<file path="src/hdl/smcc_pkg.sv">
package smcc_pkg;

   // Default sizes handed to the top level.
   localparam int CHANNELS_DEF     = 4;
   localparam int FILTER_DEPTH_DEF = 8;
   localparam int ADC_BITS_DEF     = 12;

   // Fixed field widths of the ports.
   localparam int CH_W     = 2;
   localparam int SMP_W    = 12;
   localparam int CAL_W    = 12;
   localparam int CSR_W    = 2 * CAL_W;
   localparam int IDX_W    = 3;
   localparam int MASK_W   = 4;
   localparam int CAL_REGS = 4;
   localparam int MOIST_W  = 14;
   localparam int CLASS_W  = 3;
   localparam int DIAG_W   = 2;

   // Register reset values.
   localparam logic [MASK_W-1:0] ACTIVE_MASK_RST = 4'hF;
   localparam logic [CAL_W-1:0]  DEF_DRY_RST     = 12'd3000;
   localparam logic [CAL_W-1:0]  DEF_WET_RST     = 12'd1200;

   // Moisture scale and class thresholds, in hundredths of a percent.
   localparam logic [MOIST_W-1:0] MOIST_FULL = 14'd10000;
   localparam logic [MOIST_W-1:0] TH_LOW     = 14'd2000;
   localparam logic [MOIST_W-1:0] TH_OPTIMAL = 14'd4000;
   localparam logic [MOIST_W-1:0] TH_HIGH    = 14'd7000;
   localparam logic [MOIST_W-1:0] TH_SAT     = 14'd9000;

   // Distance from either end of the ADC range that flags a wiring fault.
   localparam int DIAG_MARGIN = 10;

   // Operation codes of an input item.
   localparam logic FUNC_SAMPLE = 1'b0;
   localparam logic FUNC_PRIME  = 1'b1;

   // Register indexes of the configuration port.
   localparam logic [IDX_W-1:0] REG_CAL_CH0     = 3'd0;
   localparam logic [IDX_W-1:0] REG_CAL_CH1     = 3'd1;
   localparam logic [IDX_W-1:0] REG_CAL_CH2     = 3'd2;
   localparam logic [IDX_W-1:0] REG_CAL_CH3     = 3'd3;
   localparam logic [IDX_W-1:0] REG_CAL_MASK    = 3'd4;
   localparam logic [IDX_W-1:0] REG_ACTIVE_MASK = 3'd5;
   localparam logic [IDX_W-1:0] REG_DEF_DRY     = 3'd6;
   localparam logic [IDX_W-1:0] REG_DEF_WET     = 3'd7;

   typedef enum logic [CLASS_W-1:0] {
      CLASS_DRY       = 3'd0,
      CLASS_LOW       = 3'd1,
      CLASS_OPTIMAL   = 3'd2,
      CLASS_HIGH      = 3'd3,
      CLASS_SATURATED = 3'd4,
      CLASS_INACTIVE  = 3'd5
   } moisture_class_type;

   typedef enum logic [DIAG_W-1:0] {
      DIAG_OK            = 2'd0,
      DIAG_NOT_CONNECTED = 2'd1,
      DIAG_SHORT         = 2'd2,
      DIAG_UNCALIBRATED  = 2'd3
   } diagnosis_type;

   typedef enum logic [3:0] {
      ST_CLEAR,
      ST_IDLE,
      ST_PRIME,
      ST_UPDATE,
      ST_DIFF,
      ST_MULT,
      ST_DIV_START,
      ST_DIV_WAIT,
      ST_FINISH
   } state_type;

   // Five-level moisture class of an active channel.
   function automatic moisture_class_type class_of(input logic [MOIST_W-1:0] moist);
      moisture_class_type cls;
      priority if (moist < TH_LOW) begin
         cls = CLASS_DRY;
      end else if (moist < TH_OPTIMAL) begin
         cls = CLASS_LOW;
      end else if (moist < TH_HIGH) begin
         cls = CLASS_OPTIMAL;
      end else if (moist < TH_SAT) begin
         cls = CLASS_HIGH;
      end else begin
         cls = CLASS_SATURATED;
      end
      return cls;
   endfunction

endpackage

</file>
<file path="src/hdl/smcc_ram.sv">
module smcc_ram #(
   parameter int WIDTH = 12,
   parameter int DEPTH = 32,
   localparam int ADDR_W = (DEPTH > 1) ? $clog2(DEPTH) : 1
) (
   input  logic              clock,
   input  logic              we,
   input  logic [ADDR_W-1:0] waddr,
   input  logic [WIDTH-1:0]  wdata,
   input  logic [ADDR_W-1:0] raddr,
   output logic [WIDTH-1:0]  rdata
);

   logic [WIDTH-1:0] mem_ff [DEPTH];
   logic [WIDTH-1:0] rdata_ff;

   // One write port and one registered read port.
   always_ff @(posedge clock) begin
      if (we) begin
         mem_ff[waddr] <= wdata;
      end
      rdata_ff <= mem_ff[raddr];
   end

   assign rdata = rdata_ff;

endmodule

</file>
<file path="src/hdl/smcc_div.sv">
module smcc_div #(
   parameter int NUM_W = 16,
   parameter int DEN_W = 8,
   parameter int Q_W   = 8
) (
   input  logic             clock,
   input  logic             reset,
   input  logic             start,
   input  logic [NUM_W-1:0] num,
   input  logic [DEN_W-1:0] den,
   output logic             busy,
   output logic [Q_W-1:0]   quo
);

   localparam int CNT_W = $clog2(Q_W + 1);

   logic [DEN_W-1:0] rem_ff;
   logic [DEN_W-1:0] den_ff;
   logic [Q_W-1:0]   bits_ff;
   logic [CNT_W-1:0] cnt_ff;
   logic             busy_ff;
   logic [DEN_W:0]   trial;
   logic             take;

   // The caller guarantees num < den * 2**Q_W, so the high part of num is
   // already a valid partial remainder and only Q_W steps remain.
   assign trial = {rem_ff, bits_ff[Q_W-1]};
   assign take  = (trial >= {1'b0, den_ff});

   // Control: one quotient bit per cycle.
   always_ff @(posedge clock) begin
      if (reset) begin
         busy_ff <= 1'b0;
         cnt_ff  <= '0;
      end else if (start) begin
         busy_ff <= 1'b1;
         cnt_ff  <= CNT_W'(Q_W);
      end else if (busy_ff) begin
         cnt_ff <= cnt_ff - CNT_W'(1);
         if (cnt_ff == CNT_W'(1)) begin
            busy_ff <= 1'b0;
         end
      end
   end

   // Datapath: restoring division; the low numerator bits shift out as the
   // quotient bits shift in.
   always_ff @(posedge clock) begin
      if (start) begin
         rem_ff  <= DEN_W'(num >> Q_W);
         bits_ff <= num[Q_W-1:0];
         den_ff  <= den;
      end else if (busy_ff) begin
         rem_ff  <= take ? DEN_W'(trial - {1'b0, den_ff}) : DEN_W'(trial);
         bits_ff <= {bits_ff[Q_W-2:0], take};
      end
   end

   assign busy = busy_ff;
   assign quo  = bits_ff;

endmodule

</file>
<file path="src/hdl/soil_moisture_channel_conditioner.sv">
// Channel  Direction  Handshake              Payload
// req      in         req_valid/req_ready    req_func, req_channel, req_sample
// rsp      out        rsp_valid/rsp_ready    valid_res, channel_out, level, moisture,
//                                            bad_calibration, class, diagnosis
// csr      in         csr_we                 csr_index, csr_wdata
//
// A sample item on an active channel passes the update, difference, multiply and
// divider-start states, waits for the 14-step moisture divider and is registered
// in the finish state; an inactive channel goes straight there. A prime item
// fills all FILTER_DEPTH ring entries of its channel. After reset the ring is
// cleared one entry a cycle with req_ready low. A stalled result waits in the
// output register while the next item is worked on; that item holds in finish.
module soil_moisture_channel_conditioner #(
   parameter int CHANNELS     = smcc_pkg::CHANNELS_DEF,
   parameter int FILTER_DEPTH = smcc_pkg::FILTER_DEPTH_DEF,
   parameter int ADC_BITS     = smcc_pkg::ADC_BITS_DEF
) (
   input  logic                         clock,
   input  logic                         reset,
   input  logic                         req_valid,
   output logic                         req_ready,
   input  logic                         req_func,
   input  logic [smcc_pkg::CH_W-1:0]    req_channel,
   input  logic [smcc_pkg::SMP_W-1:0]   req_sample,
   output logic                         rsp_valid,
   input  logic                         rsp_ready,
   output logic                         rsp_valid_res,
   output logic [smcc_pkg::CH_W-1:0]    rsp_channel_out,
   output logic [smcc_pkg::SMP_W-1:0]   rsp_filtered_level,
   output logic [smcc_pkg::MOIST_W-1:0] rsp_moisture_x100,
   output logic                         rsp_bad_calibration,
   output logic [smcc_pkg::CLASS_W-1:0] rsp_moisture_class,
   output logic [smcc_pkg::DIAG_W-1:0]  rsp_diagnosis,
   input  logic                         csr_we,
   input  logic [smcc_pkg::IDX_W-1:0]   csr_index,
   input  logic [smcc_pkg::CSR_W-1:0]   csr_wdata
);

   import smcc_pkg::*;

   localparam int LOG_D     = (FILTER_DEPTH > 1) ? $clog2(FILTER_DEPTH) : 1;
   localparam int POS_W     = LOG_D;
   localparam int SUM_W     = ADC_BITS + LOG_D;
   localparam int RING_N    = CHANNELS * FILTER_DEPTH;
   localparam int ADDR_W    = (RING_N > 1) ? $clog2(RING_N) : 1;
   localparam int CH_IDX_W  = (CHANNELS > 1) ? $clog2(CHANNELS) : 1;
   localparam int DW        = CAL_W + LOG_D;
   localparam int CMP_W     = ((SUM_W > DW) ? SUM_W : DW) + 1;
   localparam int NUM_W     = DW + MOIST_W;
   localparam int LVL_SH    = SUM_W + LOG_D;
   localparam int RCP_W     = SUM_W + 2;
   localparam int PROD_W    = SUM_W + RCP_W;
   localparam longint RCP_VAL = ((longint'(1) << LVL_SH) + longint'(FILTER_DEPTH)
                                 - longint'(1)) / longint'(FILTER_DEPTH);
   localparam logic [RCP_W-1:0] LVL_RCP = RCP_W'(RCP_VAL);
   localparam logic [ADC_BITS-1:0] LVL_HIGH  = ADC_BITS'((1 << ADC_BITS) - 1 - DIAG_MARGIN);
   localparam logic [ADC_BITS-1:0] LVL_SHORT = ADC_BITS'(DIAG_MARGIN);

   // Configuration registers.
   logic [CSR_W-1:0]  cal_ff [CAL_REGS];
   logic [MASK_W-1:0] cal_mask_ff;
   logic [MASK_W-1:0] active_mask_ff;
   logic [CAL_W-1:0]  def_dry_ff;
   logic [CAL_W-1:0]  def_wet_ff;

   // Per-channel ring bookkeeping.
   logic [POS_W-1:0] wr_pos_ff [CHANNELS];
   logic [SUM_W-1:0] ring_sum_ff [CHANNELS];

   // Sequencer and item registers.
   state_type          state_ff, state_in;
   logic [ADDR_W-1:0]  clr_ff;
   logic [POS_W-1:0]   cnt_ff;
   logic               act_ff;
   logic               calib_ff;
   logic               inv_ff;
   logic [CH_W-1:0]    ch_ff;
   logic [CH_IDX_W-1:0] chi_ff;
   logic [ADC_BITS-1:0] smp_ff;
   logic [ADDR_W-1:0]  base_ff;
   logic [ADDR_W-1:0]  addr_ff;
   logic [DW-1:0]      dryd_ff;
   logic [DW-1:0]      den_ff;
   logic [SUM_W-1:0]   sum_new_ff;
   logic signed [CMP_W-1:0] diff_ff;
   logic               zero_ff;
   logic               full_ff;
   logic [NUM_W-1:0]   num_ff;

   // Output register.
   logic                         rsp_valid_ff;
   logic                         rsp_valid_res_ff;
   logic [CH_W-1:0]              rsp_channel_out_ff;
   logic [SMP_W-1:0]             rsp_level_ff;
   logic [MOIST_W-1:0]           rsp_moist_ff;
   logic                         rsp_bad_ff;
   moisture_class_type           rsp_class_ff;
   diagnosis_type                rsp_diag_ff;

   // Combinational signals.
   logic                accept;
   logic                in_range;
   logic [CH_IDX_W-1:0] req_chi;
   logic [CAL_W-1:0]    dry_sel;
   logic [CAL_W-1:0]    wet_sel;
   logic                calib_sel;
   logic [ADDR_W-1:0]   req_base;
   logic [ADDR_W-1:0]   rd_addr;
   logic                ram_we;
   logic [ADDR_W-1:0]   ram_waddr;
   logic [ADC_BITS-1:0] ram_wdata;
   logic [ADC_BITS-1:0] ram_rdata;
   logic                div_start;
   logic                rsp_load;
   logic [SUM_W-1:0]    sum_upd;
   logic signed [CMP_W-1:0] diff_c;
   logic                mst_busy;
   logic [PROD_W-1:0]   lvl_prod;
   logic [ADC_BITS-1:0] lvl_quo;
   logic [MOIST_W-1:0]  mst_quo;
   logic [MOIST_W-1:0]  moist_c;
   diagnosis_type       diag_c;
   logic                prime_last;
   logic                clr_last;
   logic [POS_W-1:0]    pos_next;

   // Decode of the incoming item.
   assign accept    = req_valid && req_ready;
   assign in_range  = (int'(req_channel) < CHANNELS);
   assign req_chi   = CH_IDX_W'(req_channel);
   assign calib_sel = cal_mask_ff[req_channel];
   assign dry_sel   = calib_sel ? cal_ff[req_channel][CSR_W-1:CAL_W] : def_dry_ff;
   assign wet_sel   = calib_sel ? cal_ff[req_channel][CAL_W-1:0] : def_wet_ff;
   assign req_base  = ADDR_W'(req_chi) * ADDR_W'(FILTER_DEPTH);
   assign rd_addr   = req_base + ADDR_W'(wr_pos_ff[req_chi]);

   assign prime_last = (cnt_ff == POS_W'(FILTER_DEPTH - 1));
   assign clr_last   = (clr_ff == ADDR_W'(RING_N - 1));
   assign pos_next   = (wr_pos_ff[chi_ff] == POS_W'(FILTER_DEPTH - 1)) ? '0
                       : wr_pos_ff[chi_ff] + POS_W'(1);

   // Configuration writes.
   always_ff @(posedge clock) begin
      if (reset) begin
         for (int i = 0; i < CAL_REGS; i++) begin
            cal_ff[i] <= '0;
         end
         cal_mask_ff    <= '0;
         active_mask_ff <= ACTIVE_MASK_RST;
         def_dry_ff     <= DEF_DRY_RST;
         def_wet_ff     <= DEF_WET_RST;
      end else if (csr_we) begin
         unique case (csr_index)
            REG_CAL_CH0,
            REG_CAL_CH1,
            REG_CAL_CH2,
            REG_CAL_CH3:     cal_ff[csr_index[1:0]] <= csr_wdata;
            REG_CAL_MASK:    cal_mask_ff <= csr_wdata[MASK_W-1:0];
            REG_ACTIVE_MASK: active_mask_ff <= csr_wdata[MASK_W-1:0];
            REG_DEF_DRY:     def_dry_ff <= csr_wdata[CAL_W-1:0];
            REG_DEF_WET:     def_wet_ff <= csr_wdata[CAL_W-1:0];
            default: ;
         endcase
      end
   end

   // Next state.
   always_comb begin
      state_in = state_ff;
      unique case (state_ff)
         ST_CLEAR: begin
            if (clr_last) begin
               state_in = ST_IDLE;
            end
         end
         ST_IDLE: begin
            if (req_valid) begin
               if (req_func == FUNC_PRIME) begin
                  state_in = in_range ? ST_PRIME : ST_IDLE;
               end else begin
                  state_in = (in_range && active_mask_ff[req_channel]) ? ST_UPDATE
                             : ST_FINISH;
               end
            end
         end
         ST_PRIME: begin
            if (prime_last) begin
               state_in = ST_IDLE;
            end
         end
         ST_UPDATE:    state_in = ST_DIFF;
         ST_DIFF:      state_in = ST_MULT;
         ST_MULT:      state_in = ST_DIV_START;
         ST_DIV_START: state_in = ST_DIV_WAIT;
         ST_DIV_WAIT: begin
            if (!mst_busy) begin
               state_in = ST_FINISH;
            end
         end
         ST_FINISH: begin
            if (!rsp_valid_ff || rsp_ready) begin
               state_in = ST_IDLE;
            end
         end
         default: state_in = ST_CLEAR;
      endcase
   end

   // Control outputs of the sequencer.
   always_comb begin
      req_ready = 1'b0;
      ram_we    = 1'b0;
      ram_waddr = addr_ff;
      ram_wdata = smp_ff;
      div_start = 1'b0;
      rsp_load  = 1'b0;
      unique case (state_ff)
         ST_CLEAR: begin
            ram_we    = 1'b1;
            ram_waddr = clr_ff;
            ram_wdata = '0;
         end
         ST_IDLE:  req_ready = 1'b1;
         ST_PRIME: begin
            ram_we    = 1'b1;
            ram_waddr = base_ff + ADDR_W'(cnt_ff);
         end
         ST_UPDATE:    ram_we = 1'b1;
         ST_DIV_START: div_start = 1'b1;
         ST_FINISH:    rsp_load = !rsp_valid_ff || rsp_ready;
         default: ;
      endcase
   end

   // Sequencer state and sweep counters.
   always_ff @(posedge clock) begin
      if (reset) begin
         state_ff <= ST_CLEAR;
         clr_ff   <= '0;
         cnt_ff   <= '0;
      end else begin
         state_ff <= state_in;
         if (state_ff == ST_CLEAR) begin
            clr_ff <= clr_ff + ADDR_W'(1);
         end
         if (state_ff == ST_PRIME) begin
            cnt_ff <= cnt_ff + POS_W'(1);
         end else begin
            cnt_ff <= '0;
         end
      end
   end

   // Ring bookkeeping: a prime zeroes the position and fills the sum; a sample advances.
   assign sum_upd = ring_sum_ff[chi_ff] - SUM_W'(ram_rdata) + SUM_W'(smp_ff);

   always_ff @(posedge clock) begin
      if (reset) begin
         for (int i = 0; i < CHANNELS; i++) begin
            wr_pos_ff[i]   <= '0;
            ring_sum_ff[i] <= '0;
         end
      end else if (accept && req_func == FUNC_PRIME && in_range) begin
         wr_pos_ff[req_chi]   <= '0;
         ring_sum_ff[req_chi] <= SUM_W'(ADC_BITS'(req_sample)) * SUM_W'(FILTER_DEPTH);
      end else if (state_ff == ST_UPDATE) begin
         wr_pos_ff[chi_ff]   <= pos_next;
         ring_sum_ff[chi_ff] <= sum_upd;
      end
   end

   // Item capture and the arithmetic ahead of the divider.
   assign diff_c = $signed(CMP_W'(dryd_ff)) - $signed(CMP_W'(sum_new_ff));

   always_ff @(posedge clock) begin
      if (accept) begin
         act_ff   <= in_range && active_mask_ff[req_channel];
         calib_ff <= calib_sel;
         inv_ff   <= (wet_sel >= dry_sel);
         ch_ff    <= req_channel;
         chi_ff   <= req_chi;
         smp_ff   <= ADC_BITS'(req_sample);
         base_ff  <= req_base;
         addr_ff  <= rd_addr;
         dryd_ff  <= DW'(dry_sel) * DW'(FILTER_DEPTH);
         den_ff   <= DW'(dry_sel - wet_sel) * DW'(FILTER_DEPTH);
      end
      if (state_ff == ST_UPDATE) begin
         sum_new_ff <= sum_upd;
      end
      if (state_ff == ST_DIFF) begin
         diff_ff <= diff_c;
         zero_ff <= inv_ff || (diff_c <= 0);
         full_ff <= (diff_c >= $signed(CMP_W'(den_ff)));
      end
      if (state_ff == ST_MULT) begin
         num_ff <= NUM_W'(diff_ff[DW-1:0]) * NUM_W'(MOIST_FULL);
      end
   end

   smcc_ram #(
      .WIDTH (ADC_BITS),
      .DEPTH (RING_N)
   ) u_ring (
      .clock (clock),
      .we    (ram_we),
      .waddr (ram_waddr),
      .wdata (ram_wdata),
      .raddr (rd_addr),
      .rdata (ram_rdata)
   );

   // Ring average: the sum times the rounded-up reciprocal of the depth, which is
   // exact over the whole range of the sum.
   assign lvl_prod = PROD_W'(sum_new_ff) * PROD_W'(LVL_RCP);
   assign lvl_quo  = ADC_BITS'(lvl_prod >> LVL_SH);

   // Calibration ratio, used only between zero and full scale.
   smcc_div #(
      .NUM_W (NUM_W),
      .DEN_W (DW),
      .Q_W   (MOIST_W)
   ) u_div_moist (
      .clock (clock),
      .reset (reset),
      .start (div_start),
      .num   (num_ff),
      .den   (den_ff),
      .busy  (mst_busy),
      .quo   (mst_quo)
   );

   // Final moisture and diagnosis of an active channel.
   always_comb begin
      priority if (zero_ff) begin
         moist_c = '0;
      end else if (full_ff) begin
         moist_c = MOIST_FULL;
      end else begin
         moist_c = mst_quo;
      end
      priority if (lvl_quo >= LVL_HIGH) begin
         diag_c = DIAG_NOT_CONNECTED;
      end else if (lvl_quo < LVL_SHORT) begin
         diag_c = DIAG_SHORT;
      end else if (!calib_ff) begin
         diag_c = DIAG_UNCALIBRATED;
      end else begin
         diag_c = DIAG_OK;
      end
   end

   // Output register.
   always_ff @(posedge clock) begin
      if (reset) begin
         rsp_valid_ff <= 1'b0;
      end else if (rsp_load) begin
         rsp_valid_ff <= 1'b1;
      end else if (rsp_ready) begin
         rsp_valid_ff <= 1'b0;
      end
   end

   always_ff @(posedge clock) begin
      if (rsp_load) begin
         rsp_valid_res_ff   <= act_ff;
         rsp_channel_out_ff <= ch_ff;
         if (act_ff) begin
            rsp_level_ff <= SMP_W'(lvl_quo);
            rsp_moist_ff <= moist_c;
            rsp_bad_ff   <= inv_ff && calib_ff;
            rsp_class_ff <= class_of(moist_c);
            rsp_diag_ff  <= diag_c;
         end else begin
            rsp_level_ff <= '0;
            rsp_moist_ff <= '0;
            rsp_bad_ff   <= 1'b0;
            rsp_class_ff <= CLASS_INACTIVE;
            rsp_diag_ff  <= DIAG_NOT_CONNECTED;
         end
      end
   end

   assign rsp_valid           = rsp_valid_ff;
   assign rsp_valid_res       = rsp_valid_res_ff;
   assign rsp_channel_out     = rsp_channel_out_ff;
   assign rsp_filtered_level  = rsp_level_ff;
   assign rsp_moisture_x100   = rsp_moist_ff;
   assign rsp_bad_calibration = rsp_bad_ff;
   assign rsp_moisture_class  = rsp_class_ff;
   assign rsp_diagnosis       = rsp_diag_ff;

endmodule

</file>
<file path="config.mk">
export PLATFORM = sky130hd
export DESIGN_NAME = soil_moisture_channel_conditioner
export DESIGN_NICKNAME = d
export VERILOG_FILES = /design/src/hdl/smcc_pkg.sv /design/src/hdl/smcc_ram.sv /design/src/hdl/smcc_div.sv /design/src/hdl/soil_moisture_channel_conditioner.sv
export SDC_FILE = /design/constraint.sdc
export NUM_CORES = 1
export LEC_CHECK = 0
export BUFFER_PORTS_ARGS = -buffer_cell sky130_fd_sc_hd__buf_2
export CAP_MARGIN = 5
export CORE_ASPECT_RATIO = 0.6
export CORE_MARGIN = 1
export CORE_UTILIZATION = 30
export DETAILED_ROUTE_END_ITERATION = 10
export PLACE_DENSITY = 0.44
export SLEW_MARGIN = 40
export SYNTH_ARGS = -nofsm -noshare
export SYNTH_HDL_FRONTEND = slang
export SYNTH_SLANG_ARGS = --single-unit
</file>
<file path="constraint.sdc">
create_clock -name clock -period 5.85 [get_ports clock]
set_input_delay 0.8775 -clock clock [delete_from_list [all_inputs] [get_ports clock]]
set_output_delay 0.8775 -clock clock [all_outputs]
set_load 0.05 [all_outputs]
</file>
Yosys cells after proc, flatten, opt, wreduce, memory -nomap -nowiden:

Memory sizes are Yosys's and may differ from the RTL's. A register that Yosys moved wholly into a read port is not among the register bits.
Cells that the tools add are included.

* memories kept: 4
* RAM bits: 552
* logic and storage cells: 188
* input port bits: 47
* output and inout bits: 37
* flip-flop bits (word level): 229

* reduce and logical (&&, ||, !) cells: 26
* multipliers: 1
* order comparisons: 11
* equality and inequality tests: 24
* add/sub/neg operators: 11
* bitwise logic cells: 2
* muxes and demuxes: 73

Memories
* u_ring.mem_ff: words 32, width 12, rd ports 1, clocked after memory_dff 1, wr ports 1, line smcc_ram.sv:14 `logic [WIDTH-1:0] mem_ff [DEPTH];`
* cal_ff: words 4, width 24, rd ports 1, clocked after memory_dff 0, wr ports 4, line soil_moisture_channel_conditioner.sv:60 `logic [CSR_W-1:0] cal_ff [CAL_REGS];`
* ring_sum_ff: words 4, width 15, rd ports 1, clocked after memory_dff 1, wr ports 4, line soil_moisture_channel_conditioner.sv:68 `logic [SUM_W-1:0] ring_sum_ff [CHANNELS];`
* wr_pos_ff: words 4, width 3, rd ports 2, clocked after memory_dff 1, wr ports 4, line soil_moisture_channel_conditioner.sv:67 `logic [POS_W-1:0] wr_pos_ff [CHANNELS];`

Operator list (number)
* 15-bit two-way mux: 5
* 14-bit two-way mux: 4
* 12-bit two-way mux: 3
* 4-bit two-way mux: 9
* 4-bit one-hot mux with 9 select lines: 1
* 1-bit two-way mux: 31
* 15-bit OR reduction: 2
* 15-bit by 10-bit multiplier with 25-bit output, second input constant: 1
* 24-bit two-way mux: 1
* 24-bit OR reduction: 1
* 3-bit two-way mux: 7
* 3-bit == test, second input constant: 6
* 2-bit two-way mux: 9
* 4-bit by 3-bit == test with 1-bit output, second input constant: 4
* 16-bit by 15-bit >= comparator with 1-bit output: 1
* 16-bit >= comparator: 1
* 16-bit by 1-bit less-or-equal comparator with 1-bit output, second input constant: 1
* 15-bit by 15-bit subtractor with 16-bit output: 1
* 15-bit by 12-bit adder with 15-bit output: 1
* 15-bit by 12-bit subtractor with 15-bit output: 1
* 15-bit subtractor: 1
* 14-bit by 11-bit < comparator with 1-bit output, second input constant: 1
* 14-bit by 12-bit < comparator with 1-bit output, second input constant: 1
* 14-bit by 13-bit < comparator with 1-bit output, second input constant: 1
* 31 further kinds: 54

Depth between registers and ports, before layout:

Gate-level depths: netlist (run 1).

* depth after elaboration: 10
* depth in mapped cells: 19
* mapped depth without buffers: 19

Modules after synthesis:

Synthesis (run 1) repeated with hierarchy kept, for this count alone.

* cell total of the unflattened synthesis: 2745
* area, all modules: 37514.7 sq um

By module, submodules not included
* soil_moisture_channel_conditioner: times used 1, area an instance 19172.1 sq um, sequential area each 10069.7 sq um, cells each 1618
* smcc_ram: times used 1, area an instance 15468.6 sq um, sequential area each 11771.3 sq um, cells each 868
* smcc_div: times used 1, area an instance 2874.0 sq um, sequential area each 1421.4 sq um, cells each 259

Least setup slack after synthesis (run 1):

No wires, ideal clock.

* kind: flip-flop to flip-flop
* start: register diff_ff[8]
* end: register num_ff[28] (data pin)
* required time: 5.581 ns
* stages on the path, launching flop included: 18
* library setup time: 0.269 ns
* slack: 1.337 ns
* arrival time: 4.245 ns
* cell sequence: edfxtp_1 -> inv_1 -> fa_1 -> inv_1 -> ha_1 -> fa_1 -> ha_1 -> inv_1 -> fa_1 -> inv_1 -> ha_1 -> a21o_1 -> a21o_1 -> a21oi_1 -> o21ai_0 -> a2111oi_0 -> o31ai_1 -> xor2_1

* longest elaborated chain between the ends: 1

Ends and longest elaborated chain
* start, declared: line soil_moisture_channel_conditioner.sv:85 `logic signed [CMP_W-1:0] diff_ff;`
* start signal, assigned: line soil_moisture_channel_conditioner.sv:292 `diff_ff <= diff_c;`
* 15-bit by 10-bit multiplier with 25-bit output: line soil_moisture_channel_conditioner.sv:297 `num_ff <= NUM_W'(diff_ff[DW-1:0]) * NUM_W'(MOIST_FULL);`
* end signal, assigned: line soil_moisture_channel_conditioner.sv:297
* end, declared: line soil_moisture_channel_conditioner.sv:88 `logic [NUM_W-1:0] num_ff;`

No other way between the ends.
A chain may end at the register's enable or synchronous reset.

Worst setup path in the final report (run 1):

* start: register diff_ff[4]
* end: register num_ff[27] (data pin)

The elaborated chain is that of the path after synthesis.

==> flow_summary.ini, run 1 <==
[sta]
fin_crit_sh_pct = 88.4
min_period_ns = 5.17
timing.final.max_slew_violations = 0
max-slew-margin-rel_pct = 46.5
layout_setup_ws_ns = 0.680
setup_viol = 0
clock_skew_ns = 0.0570
tns_ns = 0
fmax_mhz = 193
hold_viol = 0
worst_pin_slew_ns = 0.803
rsz0062_at_grt = false

[setup_path]
critPathLaunchType = register
path_cells = inv_1, fa_1, inv_1, ha_1, inv_1, fa_1, inv_1, ha_1, inv_1, fa_1, inv_1, ha_1, o21ai_0, a31oi_1, o41ai_1, o21ai_0, nand2_1, a31oi_1, o311ai_0
cpMaxStageDelayCell = o41ai_1
cp_max_fo = 3
crit_type = reg2reg
worst_setup_path_end_kind = register
cp.arrival_ns = 5.64
crit_buf_inv = 6
slowest_delay_ns = 0.58
cp_top_family = adder cells
worst_path_most_repeated_cell = inv_1
cp_data_required_time_ns = 6.32

[detailed_routing]
num_vias = 21400
drt_iter0_drc = 1954
routed_via_density = 4.91
ant_nets = 0
drc = 0
wl_per_cell_um = 23.1
drt-total-wl_um = 101000
firstDrtPassIters = 6

[finish]
n_fill_cell = 11700
drive_gt1_share_pct = 18.9
nets = 2912
area_growth_pct = 15.3
seqCellArea_mm2 = 0.0232
multi_input_area_mm2 = 0.0125

[global_route]
grt.total_usage_pct = 16.3
grt_pass1_wl_um = 147000
grt_pass1_vias = 21300
grt_antenna_before_repair = 5
grt-ovfl-total = 0
grt_max_degree = 63

[synth]
synth_warnings = 0
synth_commonest_cells = edfxtp_1, inv_1, nor2_1
synth_cell_types = 81
syn_area_mm2 = 0.0368
synth-edff-count = 729
synth_ff_type = edfxtp_1
synth_nets = 2772
avgSynthCellArea_um2 = 14.5
synthCells = 2539
ys_top_cells_by_area = edfxtp_1, mux4_2, ha_1
synth.largest_area_cell = edfxtp_1
synth_most_common_cell = edfxtp_1
async_flop_share_pct = 0
synth_top_area_share_pct = 59.5
ys_seq_elements = 793
seq_area_frac_synth_pct = 62.9

[pwr]
p_leak_nw = 15.6
p_switching_mw = 3.00
ir_worst_vdd_uv = 231
swShare_pct = 23.7
p_clk_share_pct = 42.6
p_per_area_mw_per_mm2 = 299
combPwrFrac_pct = 7.8
internal-power_mw = 9.69
power_frac_seq_pct = 49.6

[cts]
cts.reportedPaths.clkPinSlew_ns = 0.07
ctsRootBufferMaster = clkbuf_16
clock_path_buffers = 3
cts_tree = done
cts_inserted_buffers = 80
cts_resized = 0
cts_num_sinks = 793
insertion_delay_ns = 0.70
cts_setup_buffers = 0
htreeDepth = 3
hold_buffers = 0

[placement]
pre_cts_ws_ns = 0.723
routabilityCongestion = 0.860
io_buffers = 83
hpwl_um = 70300

[floorplan]
fp.dieArea_mm2 = 0.124
num_rows = 99
fp.dieH_um = 273
core_mm2 = 0.122
start_util_pct = 30.3
fp.dieW_um = 454
io_pins = 84

[run_status]
outcome = complete, no violations

[hold_path]
hp-class = in2reg

[job]
cap_viol_max_count = 0
[cell type report]
class / instances / share of cell area [%]
flip-flops and latches: 793 / 54.6
clock inverters: 44 / 1.34
diodes: 3 / 0.0177
clock buffers: 105 / 5.13
multi-input cells: 1402 / 29.4
inverters: 239 / 2.12
repair buffers: 163 / 2.64
well taps: 1616 / 4.76
[placed cells by master, fill, tap and decap left out, drive strengths merged, types with 17 or more instances in the layout]
| cell | synthesis | layout |
|---|---|---|
| nor2 | 223 | 223 |
| o21ai | 50 | 50 |
| xnor2 | 41 | 41 |
| and3 | 39 | 39 |
| nand3 | 20 | 20 |
| mux2 | 38 | 38 |
| edfxtp | 729 | 729 |
| dfxtp | 64 | 64 |
| fa | 46 | 46 |
| mux4 | 143 | 143 |
| nand2b | 24 | 24 |
| nor3 | 28 | 28 |
| o21a | 18 | 18 |
| a21o | 35 | 35 |
| inv | 239 | 245 |
| a21oi | 67 | 67 |
| clkbuf | 75 | 105 |
| clkinv | 0 | 26 |
| mux2i | 53 | 53 |
| nand3b | 20 | 20 |
| o22ai | 17 | 17 |
| buf | 30 | 163 |
| and2 | 28 | 28 |
| nor2b | 20 | 20 |
| nand2 | 177 | 177 |
| ha | 140 | 140 |
[metal layers]
layer	part of all wire, %	track usage, %
met3	5.4	3.09
met5	0	0
met2	40	21.9
met4	1.5	3.06
met1	53	26.5
[state kept, by name (all words and copies together), names as in the netlist, 14 cells and up, named ones only]
register	count
u_ring.mem_ff	384
cal_ff	96
ring_sum_ff	60
num_ff	25
diff_ff	15
sum_new_ff	15
u_div_moist.rem_ff	15
rsp_moisture_x100	14
u_div_moist.quo	14
[power by group through the flow]
stage / combinational, mW / clock, mW / sequential, mW
after global placement: 0.983 / 0 / 6.42
after CTS: 0.996 / 5.55 / 6.30
after detailed placement: 0.992 / 0 / 6.42
after global routing: 1.06 / 5.75 / 6.31
after floorplan: 0.629 / 0 / 6.41
final: 0.987 / 5.40 / 6.30
[cell families after synthesis]
family	share of synthesized area, %
adder cells (fa/ha/maj)	7.26
flip-flops	62.9
AND/OR/NAND/NOR	8.09
AO/OA/AOI/OAI	5.41
buffers and inverters	3.61
XOR/XNOR	1.33
multiplexers	11.4
[stage by stage]
| stage | utilization, % | area [um^2] | total power, mW | std cells | hold WS (ns) |
|---|---|---|---|---|---|
| 2_1_floorplan | - | 36800 | 7.04 | 2539 | 0.424 |
| 3_3_place_gp | 32.4 | 39500 | 7.40 | 4205 | 0.442 |
| 3_5_place_dp | 32.6 | 39600 | 7.41 | 4211 | 0.442 |
| 4_1_cts | 34.8 | 42400 | 12.8 | 4360 | 0.359 |
| 5_1_grt | 34.9 | 42400 | 13.1 | 4364 | 0.360 |
| 6_report | 34.9 | 42400 | 12.7 | 4365 | 0.408 |
[worst paths after layout]
check	startpoint	end	slack, ns	cells after the start
setup reg to reg	diff_ff[4]	num_ff[27]	0.68	19
hold reg to reg	def_wet_ff[0]	def_wet_ff[0]	0.45	2
setup / recovery	diff_ff[4]	num_ff[27]	0.68	19
hold / removal	req_sample[2]	smp_ff[2]	0.41	1
[worst register-to-register path: cells and delay by family (launching register included)]
kind                     cells  cell delay (ns)
adder cells (fa/ha/maj)      6             2.42
flip-flops                   1             0.40
AO/OA/AOI/OAI                6             1.57
buffers and inverters        6             0.35
AND/OR/NAND/NOR              1             0.20
No activity file was read; power rests on OpenSTA's default activity.
==> run 2, diff against run 1 <==
- CORE_ASPECT_RATIO: 0.6 -> 0.8
==> run 2 against run 1 <==
  * Routed wire length decreased by 4.5%
  * Global-route usage is 0.68 points lower
  * Non-clock buffer count is 1 higher
  * Critical path depth unchanged
  * Clock skew decreased by 0.033 ns
  * Via count is 0.43% lower
  * Die area barely moved
  * Maximum frequency grew 1.5%
  * Register-to-register slack better by 0.08 ns
  * Critical path type unchanged
  * Largest power group unchanged
==> flow_summary.ini, run 2 (synthesis gave the netlist of run 1 again) <==
[finish]
layout_common_cells = edfxtp_1, inv_1, nor2_1, nand2_1, mux4_2
area_growth_pct = 15.5
largest_register_ffs = 384
fin_util_pct = 35.1
final_common_cell = edfxtp_1
drive_gt1_share_pct = 18.6
nets = 2919
n_fill_cell = 11700
reg_top3 = u_ring.mem_ff x384, cal_ff x96, ring_sum_ff x60
top_register = u_ring.mem_ff

[setup_path]
crit_buf_inv = 6
ff2ff_path_depth = 19
cp.depth = 19
worst_setup_path_end_kind = register
slowest_delay_ns = 0.56
cp_data_required_time_ns = 6.32
worst_path_most_repeated_cell = inv_1
critPathLaunchType = register
cp.arrival_ns = 5.56
path_cells = inv_1, fa_1, inv_1, ha_1, inv_1, fa_1, inv_1, ha_1, inv_1, fa_1, inv_1, ha_1, o21ai_0, a31oi_1, o41ai_1, o21ai_0, nand2_1, a31oi_1, o311ai_0
crit_type = reg2reg
cpMaxStageDelayCell = o41ai_1
cp_max_fo = 3
cp_top_family = adder cells

[job]
cap_viol_max_count = 0

[detailed_routing]
drt-total-wl_um = 96500
firstDrtPassIters = 5
routed_via_density = 4.87
num_vias = 21400
ant_nets = 0
wl_per_cell_um = 22.0
drc = 0
drt_iter0_drc = 1639

[cts]
hold_buffers = 0
cts_inserted_buffers = 86
ctsRootBufferMaster = clkbuf_16
cts_setup_buffers = 0
cts_num_sinks = 793
htreeDepth = 3
cts.reportedPaths.clkPinSlew_ns = 0.06
clock_path_buffers = 3
cts_resized = 0
cts_tree = done
insertion_delay_ns = 0.68

[sta]
min_period_ns = 5.09
hold_viol = 0
rsz0062_at_grt = false
timing.final.max_slew_violations = 0
tns_ns = 0
worst_pin_slew_ns = 0.809
fin_crit_sh_pct = 87.1
max-slew-margin-rel_pct = 46.1
clock_skew_ns = 0.0242
setup_viol = 0
fmax_mhz = 196

[pwr]
p_leak_nw = 15.7
p_per_area_mw_per_mm2 = 302
ir_worst_vdd_uv = 211

[hold_path]
hp-class = reg2reg
min_delay_path_depth = 0

[floorplan]
core_mm2 = 0.121
io_pins = 84
fp.dieH_um = 315
fp.dieW_um = 394
num_rows = 114
start_util_pct = 30.4
fp.dieArea_mm2 = 0.124

[global_route]
grt.total_usage_pct = 15.6
grt_pass1_vias = 21900
grt_pass1_wl_um = 144000
grt_max_degree = 53
grt_antenna_before_repair = 0
grt-ovfl-total = 0

[placement]
hpwl_um = 65500
routabilityCongestion = 0.851
io_buffers = 83

[run_status]
outcome = complete, no violations
[run 2: final timing paths]
path | slack (ns) | startpoint | to
setup / recovery | 0.76 | diff_ff[4] | num_ff[27]
hold / removal | 0.45 | den_ff[9] | u_div_moist.den_ff[9]
setup reg to reg | 0.76 | diff_ff[4] | num_ff[27]
hold reg to reg | 0.45 | den_ff[9] | u_div_moist.den_ff[9]
[run 2: stage by stage]
stage / worst slack (ns) / hold WS, ns / power, mW / instance area (um^2) / instances
2_1_floorplan: 1.34 / 0.424 / 7.04 / 36800 / 2539
3_3_place_gp: 0.814 / 0.441 / 7.36 / 39500 / 4220
3_5_place_dp: 0.783 / 0.447 / 7.37 / 39600 / 4221
4_1_cts: 0.712 / 0.403 / 13.0 / 42500 / 4381
5_1_grt: 0.444 / 0.420 / 13.3 / 42500 / 4382
6_report: 0.756 / 0.451 / 12.9 / 42500 / 4384
[run 2: area by class of cell]
type                            instances  area, um^2  area share [%]
Sequential cell                       793       23200            54.5
Antenna cell                            2        5.00          0.0118
Clock inverter                         47         598            1.41
Clock buffer                          113        2290            5.40
Tap cell                             1624        2030            4.78
Inverter                              239         900            2.12
Multi-Input combinational cell       1402       12400            29.2
Timing Repair Buffer                  164        1100            2.58
[run 2: worst reg2reg max path, stage by stage (launching register included)]
cell and delay [ns]:
edfxtp_1 0.40, inv_1 0.13, fa_1 0.55, inv_1 0.04, ha_1 0.26, inv_1 0.05, fa_1 0.52, inv_1 0.04
ha_1 0.27, inv_1 0.05, fa_1 0.49, inv_1 0.04, ha_1 0.31, o21ai_0 0.12, a31oi_1 0.10, o41ai_1 0.56
o21ai_0 0.29, nand2_1 0.19, a31oi_1 0.14, o311ai_0 0.34
[run 2: power by group]
group,total [mW],switching [mW],internal [mW]
sequential,6.30,0.0399,6.26
clock,5.62,2.30,3.31
combinational,0.935,0.550,0.385
total,12.9,2.89,9.96
[run 2: layer usage]
layer  wire length (um)  GRT usage, %  vias up
met5                  0             0        -
met4               1970          3.96        0
met3               4680          2.82      117
met2              41600          23.1      517
met1              48300          23.4    11000
li1                   -             -     9767
